<file path="config.mk">
export PLATFORM = sky130hd
export DESIGN_NAME = tcdd_fifo
export DESIGN_NICKNAME = d
export VERILOG_FILES = /design/src/hw/rtl/tcdd_pkg.sv /design/src/hw/rtl/tcdd_fifo.sv
export SDC_FILE = /design/constraint.sdc
export NUM_CORES = 1
export LEC_CHECK = 0
export BUFFER_PORTS_ARGS = -buffer_cell sky130_fd_sc_hd__buf_2
export CAP_MARGIN = 20
export CORE_ASPECT_RATIO = 0.9
export CORE_MARGIN = 8
export CORE_UTILIZATION = 51
export DETAILED_ROUTE_END_ITERATION = 7
export GPL_ROUTABILITY_DRIVEN = 0
export PLACE_DENSITY = 0.8
export REMOVE_ABC_BUFFERS = 1
export SYNTH_ARGS = -nofsm -noshare
export SYNTH_HDL_FRONTEND = slang
export SYNTH_SLANG_ARGS = --single-unit
</file>
<file path="constraint.sdc">
create_clock -name i_clk -period 2.7 [get_ports i_clk]
set_input_delay 0.405 -clock i_clk [delete_from_list [all_inputs] [get_ports i_clk]]
set_output_delay 0.405 -clock i_clk [all_outputs]
set_load 0.005 [all_outputs]
</file>
<file path="src/hw/rtl/tcdd_pkg.sv">
// Shared types and constants for the two-channel 3x3 diffuse/decay filter.
// Used by every module under hw/rtl except tcdd_ram; no dependencies.
package tcdd_pkg;

    localparam int ROW_LEN    = 256;
    localparam int ROW_COUNT  = 256;
    localparam int COL_W      = $clog2(ROW_LEN);
    localparam int ROW_W      = $clog2(ROW_COUNT + 2);

    localparam int PIX_W      = 16;
    localparam int WORD_W     = 2 * PIX_W;
    localparam int LINE_W     = 2 * WORD_W;
    localparam int CSUM_W     = PIX_W + 2;
    localparam int SUM_W      = PIX_W + 4;
    localparam int RATE_W     = 13;
    localparam int Q_FRAC     = 12;
    localparam int MIX_W      = PIX_W + RATE_W + 1;
    localparam int MIXQ_W     = MIX_W - Q_FRAC;

    // floor(x / 9) == (x * DIV9_MUL) >> DIV9_SHIFT for x < 2**21
    localparam int DIV9_W     = 20;
    localparam int DIV9_SHIFT = 23;
    localparam int PROD_W     = SUM_W + DIV9_W;
    localparam logic [DIV9_W-1:0] DIV9_MUL = DIV9_W'(932068);

    localparam logic [RATE_W-1:0] ONE_Q12 = RATE_W'(4096);
    localparam logic [PIX_W-1:0]  PIX_MAX = '1;

    localparam int FIFO_DEPTH = 4;
    localparam int FIFO_AW    = $clog2(FIFO_DEPTH);
    localparam int FIFO_CW    = $clog2(FIFO_DEPTH + 1);

    localparam int CFG_IDX_W  = 2;
    localparam int CFG_DATA_W = 16;

    localparam logic [RATE_W-1:0] RATE_A_RST  = RATE_W'(410);
    localparam logic [PIX_W-1:0]  DECAY_A_RST = PIX_W'(41);
    localparam logic [RATE_W-1:0] RATE_B_RST  = RATE_W'(3277);
    localparam logic [PIX_W-1:0]  DECAY_B_RST = PIX_W'(819);

    typedef enum logic [CFG_IDX_W-1:0] {
        CFG_RATE_A  = 2'd0,
        CFG_DECAY_A = 2'd1,
        CFG_RATE_B  = 2'd2,
        CFG_DECAY_B = 2'd3
    } t_cfg_idx;

    typedef struct packed {
        logic [RATE_W-1:0] rate_a;
        logic [PIX_W-1:0]  decay_a;
        logic [RATE_W-1:0] rate_b;
        logic [PIX_W-1:0]  decay_b;
    } t_cfg;

    // One window column plus the per-output control for the back end.
    typedef struct packed {
        logic [CSUM_W-1:0] sum_a;
        logic [CSUM_W-1:0] sum_b;
        logic [PIX_W-1:0]  mid_a;
        logic [PIX_W-1:0]  mid_b;
        logic              emit;
        logic              last;
        logic              mask_l;
        logic              mask_r;
    } t_col;

endpackage

</file>
<file path="src/hw/rtl/tcdd_fifo.sv">
// Small column queue between front and back end.
// Uses tcdd_pkg.
module tcdd_fifo (
    input  logic                         i_clk,
    input  logic                         i_rst_n,
    input  logic                         i_push,
    input  tcdd_pkg::t_col               i_push_data,
    input  logic                         i_pop,
    output tcdd_pkg::t_col               o_head,
    output logic [tcdd_pkg::FIFO_CW-1:0] o_cnt
);

    tcdd_pkg::t_col                  r_mem [tcdd_pkg::FIFO_DEPTH];
    logic [tcdd_pkg::FIFO_AW-1:0]    r_wr_ptr, r_rd_ptr;
    logic [tcdd_pkg::FIFO_CW-1:0]    r_cnt, n_cnt;

    always_comb begin
        n_cnt = r_cnt;
        if (i_push && !i_pop) begin
            n_cnt = r_cnt + tcdd_pkg::FIFO_CW'(1);
        end else if (!i_push && i_pop) begin
            n_cnt = r_cnt - tcdd_pkg::FIFO_CW'(1);
        end
    end

    always_ff @(posedge i_clk) begin
        if (!i_rst_n) begin
            r_wr_ptr <= '0;
            r_rd_ptr <= '0;
            r_cnt    <= '0;
        end else begin
            r_cnt <= n_cnt;
            if (i_push) begin
                r_wr_ptr <= r_wr_ptr + tcdd_pkg::FIFO_AW'(1);
            end
            if (i_pop) begin
                r_rd_ptr <= r_rd_ptr + tcdd_pkg::FIFO_AW'(1);
            end
        end
    end

    always_ff @(posedge i_clk) begin
        if (i_push) begin
            r_mem[r_wr_ptr] <= i_push_data;
        end
    end

    assign o_head = r_mem[r_rd_ptr];
    assign o_cnt  = r_cnt;

endmodule

</file>
==> flow_metrics.tcl, run 1 <==
set metrics [dict create \
    layoutNonFillerInstCount 899 \
    path_delay_family "flip-flops" \
    grt_pass1_wl_mm 30.26 \
    insertion_delay_ns 0.52 \
    die-area_um2 26310 \
    fmax_mhz 414.8 \
    cts_buffers 28 \
    finalSetupViolCount 0 \
    cts-htree-levels 1 \
    avgSynthCellArea_um2 26.14 \
    io_pins 151 \
    synth_compound_area_share_pct 0.1148 \
    p_clk_share_pct 37.4 \
    hold_viol 0 \
    crit_fanout 28 \
    dpl.cell_count 847 \
    ctsResizeCount 0 \
    track_usage_pct 14.95 \
    drv_cap 0 \
    worstSetupStartpointType "register" \
    drive_gt1_share_pct 45.02 \
    rsz0062_at_grt "false" \
    p_sw_uw 2074 \
    clk_pin_slew_ns 0.06 \
    relSlewSlack_pct 70.23 \
    synth_top_family_by_area "multiplexers" \
    cp.arrival_ns 2.01 \
    fin_crit_ns 2.411 \
    hpwl_mm 12.65 \
    path_buf_inv 2 \
    tightest_slew_ns 0.4466 \
    fin_setup_tns_ns 0 \
    area_growth_pct 18.34 \
    path_cells "buf_4, mux4_2, buf_2" \
    avgRoutedWirePerCell_um 22.04 \
    synth_simple_gate_area_share_pct 0.7231 \
    p_int_uw 7934 \
    post-route-drc-count 0 \
    worstPathRequired_ns 2.30 \
    hold_class "in -> reg" \
    synth_cells 417 \
    start_util_pct 52.17 \
    critPathMaxStageDelay_ns 0.62 \
    utilization_pct 61.74 \
    cts_tree "built" \
    die_w_um 170.1 \
    vdd_drop_max_mv 0.4861 \
    core_um2 20900 \
    synth_top_area_share_pct 79.34 \
    holdWs_ns 0.09279 \
    routed_wl_mm 19.81 \
    slew_viol_final 0 \
    cp-end-kind "primary output" \
    fin_worst_skew_ns 0.005862 \
    status "complete, no violations" \
    grt_pass1_vias 5367 \
    yosys.area.top_type "edfxtp_1" \
    seqPwrFrac_pct 53.6 \
    antenna_found_initial 3 \
    post_cts_buffers 0 \
    final_common_cell "edfxtp_1" \
    die_height_um 154.7 \
    routed_via_density 5.425 \
    ys_seq_area_share_pct 80.99 \
    vias 4877 \
    drt_iter0_drc 321 \
    finalInstanceArea_um2 12900 \
    nFillCells 1440 \
    drtAntennaViolNets 0 \
    synth_seq_cells 297 \
    nNetsFinal 673 \
    cpMaxStageDelayCell "dfxtp_4" \
    layout_common_cells "edfxtp_1 (288), buf_2 (150), mux4_2 (70)" \
    grt_max_degree 73 \
    portBuffers 150 \
    synth.area.top_cells "edfxtp_1 (79%), mux4_2 (14%), dfxtp_1 (1.7%), buf_12 (1.3%), ha_1 (0.57%)" \
    cts_buffer_depth 3 \
    switching_share_pct 20.72 \
    combPwrFrac_pct 9.0 \
    path_class "reg -> out" \
    yosys_warnings 0 \
    grt_overflow 0 \
    ys_types 20 \
    synthesis.area_um2 10900 \
    synth_fa_ha_area_share_pct 0.7576 \
    cts_hold_buffers 0 \
    rows 50 \
    period_share_pct 89.29 \
    p_per_area_nw_per_um2 775.8 \
    placed_area_um2 12000 \
    p_leak_uw 0.004362 \
    diodes 0 \
    drt_first_pass_iters 4 \
    cts_root_buf "clkbuf_16" \
    synthXorXnorAreaFrac_pct 0.4017 \
    clock_sink_count 297 \
    muxShareOfSynthArea_pct 15.13 \
]
synth_stat cells:
cell	count
edfxtp_1	288
mux4_2	70
and2_1	9
dfxtp_1	9
buf_12	7
buf_2	7
ha_1	5
inv_1	4
xor2_1	3
mux2i_1	2
mux4_1	2
nor2b_1	2
xnor2_1	2
a21boi_0	1
buf_6	1
clkbuf_1	1
fa_1	1
nand2_1	1
o21ai_0	1
or3_1	1
routing by layer:
layer | global-route usage, % | up-vias | routed length [um]
li1 | - | 2135 | -
met1 | 18.29 | 2535 | 7983
met2 | 25.84 | 162 | 10000
met3 | 4.275 | 39 | 1401
met4 | 3.631 | 6 | 387
met5 | 0 | - | 39
cell families (layout without fill, tap and decap cells):
group | after synthesis | count (layout)
multiplexers | 74 | 74
buffers and inverters | 20 | 216
AO/OA/AOI/OAI | 2 | 2
AND/OR/NAND/NOR | 13 | 13
flip-flops | 297 | 297
adder cells (fa/ha/maj) | 6 | 6
XOR/XNOR | 5 | 5
flip-flops by register name, summed over array words and instances (netlist names), named ones only:
register	count
r_wr_ptr	2
r_mem	288
r_rd_ptr	2
o_cnt	3
worst paths after layout:
| kind | slack [ns] | to | cells after the start | start |
|---|---|---|---|---|
| min reg2reg | 0.55 | o_cnt[2] | 2 | o_cnt[2] |
| max reg2reg | 0.96 | r_mem[0][25] | 4 | r_wr_ptr[0] |
| max | 0.29 | o_head[25] | 3 | register |
| min | 0.09 | r_mem[1][28] | 1 | i_push_data[28] |
area by class of cell:
type                    count  area, um2  share of cell area, %
clock buffers              39      813.3                  6.305
repair buffers            160      913.4                  7.080
inverters                   4      15.01                 0.1164
flip-flops and latches    297       8836                  68.50
clock inverters            13      87.58                 0.6790
well taps                 286      357.8                  2.774
multi-input cells         100       1877                  14.55
stage by stage:
stage	total power [uW]	setup WS [ns]
floorplan	5953	-1.438
global placement	6346	0.7979
detailed placement	6396	0.7229
CTS	10130	0.2216
global route	10340	0.1779
finish	10010	0.2891
power by group through the flow:
stage	clock (uW)	sequential [uW]	combinational (uW)
final	3740	5370	903
after global routing	3970	5380	987
after CTS	3820	5370	933
after detailed placement	0	5470	930
after global placement	0	5450	901
after floorplan	0	5510	443
(Power assumes the default switching activity.)
==> inputs of run 2 (changes only) <==
==> constraint.sdc (replaced) <==
create_clock -name i_clk -period 2.15 [get_ports i_clk]
set_input_delay 0.3225 -clock i_clk [delete_from_list [all_inputs] [get_ports i_clk]]
set_output_delay 0.3225 -clock i_clk [all_outputs]
set_load 0.005 [all_outputs]
==> run 2 against run 1 <==
  * Total power rose by 27%
  * First-iteration DRC count rose by 28%
  * Setup slack worse by 0.39 ns
  * Global-route usage rose by 1.4 points
  * Combinational power up 53%
  * Wire length up 9.7%
  * Count of clock-buffer cells in the layout increased by 4
  * Final cell count up 8.2%
  * Sequential power grew 25%
  * Die area unchanged
  * Flip-flop and latch count unchanged
  * Critical endpoint is now o_head[20]
  * The flow now finishes with violations (setup timing)
==> flow_metrics.tcl, run 2 (same netlist as run 1, synthesis figures left out) <==
set metrics [dict create \
    cts_root_buf "clkbuf_16" \
    vdd_drop_max_mv 0.7635 \
    period_share_pct 104.6 \
    grt_max_degree 73 \
    critPathMaxStageDelay_ns 0.50 \
    die_height_um 154.7 \
    drtAntennaViolNets 0 \
    min_path_cells 1 \
    post-place-ws_ns 0.2242 \
    r2r-start "r_wr_ptr[0]" \
    grt_pass1_vias 5784 \
    cts_tree "built" \
    timing.rr.end "r_mem[0][20]" \
    path_cells "buf_6, clkbuf_16, mux4_2, buf_2" \
    portBuffers 150 \
    grt_overflow 0 \
    fmax_mhz 444.6 \
    drv_cap 0 \
    hold_path_end "r_mem[2][13]" \
    utilization_pct 65.88 \
    rsz0062_at_grt "true" \
    tightest_slew_ns 0.4538 \
    drive_gt1_share_pct 41.63 \
    core_um2 20900 \
    p_per_area_nw_per_um2 924.2 \
    drt_iter0_drc 411 \
    drt_first_pass_iters 7 \
    io_pins 151 \
    track_usage_pct 16.35 \
    fin_ws_ns -0.09902 \
    cts-htree-levels 1 \
    die_w_um 170.1 \
    fin_crit_ns 2.249 \
    hpwl_mm 12.31 \
    layout_common_cells "edfxtp_1 (288), buf_2 (144), mux4_2 (72)" \
    cp-end-kind "primary output" \
    reg2regPathDepth 4 \
    worstPathRequired_ns 1.83 \
    rows 50 \
    vias 5158 \
    routed_via_density 5.301 \
    start_util_pct 52.17 \
    path_class "reg -> out" \
    nFillCells 1351 \
    finalSetupViolCount 68 \
    failed_checks "setup timing" \
    die-area_um2 26310 \
    slew_viol_final 0 \
    fin_setup_tns_ns -3.038 \
    avgRoutedWirePerCell_um 22.33 \
    post-route-drc-count 0 \
    area_growth_pct 26.29 \
    routed_wl_mm 21.73 \
    cpMaxStageDelayCell "mux4_2" \
    p_leak_uw 0.004717 \
    status "finished, violations left" \
    regToRegSetupSlack_ns 0.49 \
    clock_sink_count 297 \
    hold_class "in -> reg" \
    hold_viol 0 \
    crit_fanout 6 \
    fin_worst_skew_ns 0.009308 \
    insertion_delay_ns 0.53 \
    largest-register "r_mem" \
    cts_buffer_depth 3 \
    cp.arrival_ns 1.93 \
    diodes 0 \
    final_common_cell "edfxtp_1" \
    relSlewSlack_pct 69.75 \
    multi_input_comb_area_um2 1869 \
    antenna_found_initial 0 \
    cts_buffers 29 \
    clk_pin_slew_ns 0.06 \
    min-delay-start "i_push_data[13]" \
    worstSetupStartpointType "register" \
    nNetsFinal 747 \
    seqCellArea_um2 8836 \
    grt_pass1_wl_mm 33.00 \
    largest_register_ffs 288 \
]
==> run 2: changes by cell type in the layout (fill, tap and decap cells not counted), sizes merged <==
| cell | before | now |
|---|---|---|
| dlygate4sd3 | 0 | 62 |
| inv | 4 | 5 |
| bufinv | 1 | 0 |
| buf | 160 | 168 |
| clkinv | 11 | 8 |
| clkbuf | 39 | 46 |
==> run 2: worst max-delay path: cells and delay by family (launching register included) <==
| kind | cells | cell delay (ns) |
|---|---|---|
| DFF | 1 | 0.42 |
| muxes | 1 | 0.50 |
| buffers and inverters | 3 | 0.47 |
==> run 2: timing repair <==
item | CTS | global route
hold buffers | 62 | 0
hold endpoints to repair | 233 | 0
cloned | 3 | 3
setup buffers | 5 | 0
setup endpoints to repair | 69 | 72
resized for setup | 8 | 9
pin swaps | 0 | 0
==> run 2: power breakdown <==
part | internal [uW] | leakage (uW) | switching [uW]
Clock | 2640 | 0.000424 | 1970
Sequential | 6650 | 0.00272 | 79.5
Combinational | 741 | 0.00157 | 636
==> run 2: area by class of cell <==
cell class	instances	area share (%)
sequential	297	64.19
multi-input combinational	100	13.58
timing repair buffer	233	13.16
clock buffer	43	6.017
tap	286	2.600
clock inverter	10	0.3454
inverter	4	0.1091
==> run 2: metrics by stage <==
step	hold WS [ns]	instances	cell area, um2	total power [uW]
floorplan	0.4214	401	10710	7475
global placement	0.4766	849	12050	7982
detailed placement	0.5387	849	12050	8037
CTS	0.001404	972	13700	12810
global route	0.002739	973	13770	13160
finish	0.01915	973	13770	12720
==> run 2: how the worst max path moves through the flow <==
stage,start,to,slack [ns],cells after the start
CTS,register,o_head[39],-0.15,4
finish,register,o_head[20],-0.1,4
floorplan,register,o_head[62],-1.91,1
global route,register,o_head[20],-0.15,4
detailed placement,i_push,o_cnt[2],0.22,7
global placement,i_push,o_cnt[2],0.36,7
==> run 2: routing by layer <==
metal  share of wire [%]  track usage [%]
met4                 1.6            3.464
met5                   0                0
met3                 6.5            3.817
met1                  41            21.12
met2                  51            27.93
==> inputs of run 3 (changes only) <==
--- a/config.mk
+++ b/config.mk
@@ -5,14 +5,14 @@
 export SDC_FILE = /design/constraint.sdc
 export NUM_CORES = 1
 export LEC_CHECK = 0
-export BUFFER_PORTS_ARGS = -buffer_cell sky130_fd_sc_hd__buf_2
 export CAP_MARGIN = 20
 export CORE_ASPECT_RATIO = 0.9
 export CORE_MARGIN = 8
-export CORE_UTILIZATION = 51
+export CORE_UTILIZATION = 55
 export DETAILED_ROUTE_END_ITERATION = 7
+export DONT_BUFFER_PORTS = 1
 export GPL_ROUTABILITY_DRIVEN = 0
-export PLACE_DENSITY = 0.8
+export PLACE_DENSITY_LB_ADDON = 0.12
 export REMOVE_ABC_BUFFERS = 1
 export SYNTH_ARGS = -nofsm -noshare
 export SYNTH_HDL_FRONTEND = slang
==> run 3 against run 2 <==
  * The run still ends with setup timing left
  * Design area is 3.8% lower
  * Hold slack better by 0.014 ns
  * Clock power is 4.8% higher
  * Via count is 11% lower
  * First-iteration DRC count is 35% lower
  * Count of clock-buffer cells in the layout is 9 lower
  * Register-to-register slack better by 0.05 ns
  * Total power hardly changed
  * Maximum frequency is 4.1% higher
  * Sequential share of layout area is 2.6 points higher
  * Largest cell class unchanged
  * Wire length is 8.7% lower
  * Final cell count is 17% lower
==> flow_metrics.tcl, run 3 (same netlist as run 1, synthesis figures left out) <==
set metrics [dict create \
    status "finished, violations left" \
    failed_checks "setup timing" \
    drt_iter0_drc 269 \
    grt_pass1_wl_mm 29.92 \
    io_pins 151 \
    core_um2 19680 \
    cts_buffer_depth 3 \
    p_leak_uw 0.004255 \
    diodes 0 \
    portBuffers 0 \
    timing.rr.end "r_mem[2][22]" \
    finalPower_uw 12730 \
    path_class "reg -> out" \
    period_share_pct 100.5 \
    hpwl_mm 11.72 \
    track_usage_pct 16.24 \
    tightest_slew_ns 0.3947 \
    die_w_um 164.4 \
    min_path_cells 2 \
    grt_max_degree 43 \
    routed_via_density 5.683 \
    fin_crit_ns 2.161 \
    fin_worst_skew_ns 0.004906 \
    vdd_drop_max_mv 0.7640 \
    drv_cap 0 \
    cts_buffers 29 \
    antenna_found_initial 0 \
    drt_first_pass_iters 4 \
    path_cells "buf_12, clkbuf_16, mux4_2" \
    cts-htree-levels 1 \
    placed_area_um2 11320 \
    critPathMaxStageDelay_ns 0.55 \
    final_common_cell "edfxtp_1" \
    die-area_um2 24590 \
    hold_path_end "r_wr_ptr[0]" \
    fin_setup_tns_ns -0.02683 \
    rsz0062_at_grt "true" \
    min-delay-start "i_push" \
    cts_root_buf "clkbuf_16" \
    largest_register_ffs 288 \
    r2r-start "r_wr_ptr[0]" \
    finalSetupViolCount 5 \
    insertion_delay_ns 0.52 \
    cp-end-kind "primary output" \
    vias 4592 \
    regToRegSetupSlack_ns 0.54 \
    clock_sink_count 297 \
    start_util_pct 55.39 \
    hold_viol 0 \
    nFillCells 1197 \
    cp.arrival_ns 1.84 \
    hold_class "in -> reg" \
    fmax_mhz 462.7 \
    cts_tree "built" \
    drive_gt1_share_pct 26.22 \
    avgRoutedWirePerCell_um 24.55 \
    layout_common_cells "edfxtp_1 (288), dlygate4sd3_1 (74), mux4_2 (72)" \
    reg2regPathDepth 4 \
    grt_pass1_vias 5031 \
    finalInstanceArea_um2 13240 \
    p_per_area_nw_per_um2 961.4 \
    largest-register "r_mem" \
    worstSetupStartpointType "register" \
    relSlewSlack_pct 73.69 \
    die_height_um 149.6 \
    fin_ws_ns -0.01118 \
    clk_pin_slew_ns 0.06 \
    rows 49 \
    cpMaxStageDelayCell "mux4_2" \
    crit_fanout 8 \
    nNetsFinal 615 \
    worstPathRequired_ns 1.83 \
    grt_overflow 0 \
    drtAntennaViolNets 0 \
    slew_viol_final 0 \
    area_growth_pct 21.45 \
    post-route-drc-count 0 \
    routed_wl_mm 19.84 \
]
## run 3: report_power, final
| group | switching, uW | leakage, uW | total (uW) | internal [uW] |
|---|---|---|---|---|
| combinational | 549 | 0.00108 | 1150 | 603 |
| clock | 1910 | 0.000457 | 4840 | 2930 |
| sequential | 85.8 | 0.00272 | 6730 | 6650 |
## run 3: layout make-up
cell class	count	area (um2)	share of cell area (%)
sequential	297	8836	66.74
multi-input combinational	100	1869	14.12
timing repair buffer	101	1277	9.649
clock buffer	34	744.5	5.623
tap	255	319.1	2.410
clock inverter	17	177.7	1.342
inverter	4	15.01	0.1134
## run 3: worst max-delay path, delay by kind of cell, from the launching register on
| family | cells | cell delay (ns) |
|---|---|---|
| buf+inv | 2 | 0.33 |
| flops | 1 | 0.43 |
| mux | 1 | 0.55 |
## run 3: metrics by stage
| step | worst slack [ns] | hold slack [ns] | util (%) | std cells |
|---|---|---|---|---|
| global route | -0.08260 | 0.02156 | 67.27 | 808 |
| detailed placement | 0.4261 | 0.4215 | 57.53 | 671 |
| finish | -0.01118 | 0.03336 | 67.27 | 808 |
| floorplan | -1.905 | 0.4214 | - | 401 |
| global placement | 0.4502 | 0.4216 | 57.53 | 671 |
| CTS | -0.09330 | 0.005491 | 67.07 | 805 |
## run 3: how the worst max path moves through the flow
stage / from / endpoint / slack [ns] / cells past startpoint
after detailed placement: i_pop / o_cnt[2] / 0.43 / 7
after CTS: register / o_head[44] / -0.09 / 3
after global placement: register / o_head[44] / 0.45 / 2
final: register / o_head[2] / -0.01 / 3
after floorplan: register / o_head[62] / -1.91 / 1
after global routing: register / o_head[57] / -0.08 / 3
## run 3: what timing repair did
item / in CTS / in global routing
buffers inserted: 5 / 2
resized for setup: 11 / 0
hold endpoints to repair: 297 / 0
hold buffers: 74 / 0
setup endpoints to repair: 66 / 63
cloned: 4 / 1
pin swaps: 0 / 0
## run 3: per-layer routing
metal,vias to the layer above,share of wire (%),GRT usage (%)
met5,-,0,0
met4,0,1.3,3.375
met3,22,7.0,4.455
met2,143,50,27.24
met1,2416,41,21.14
li1,2011,-,-
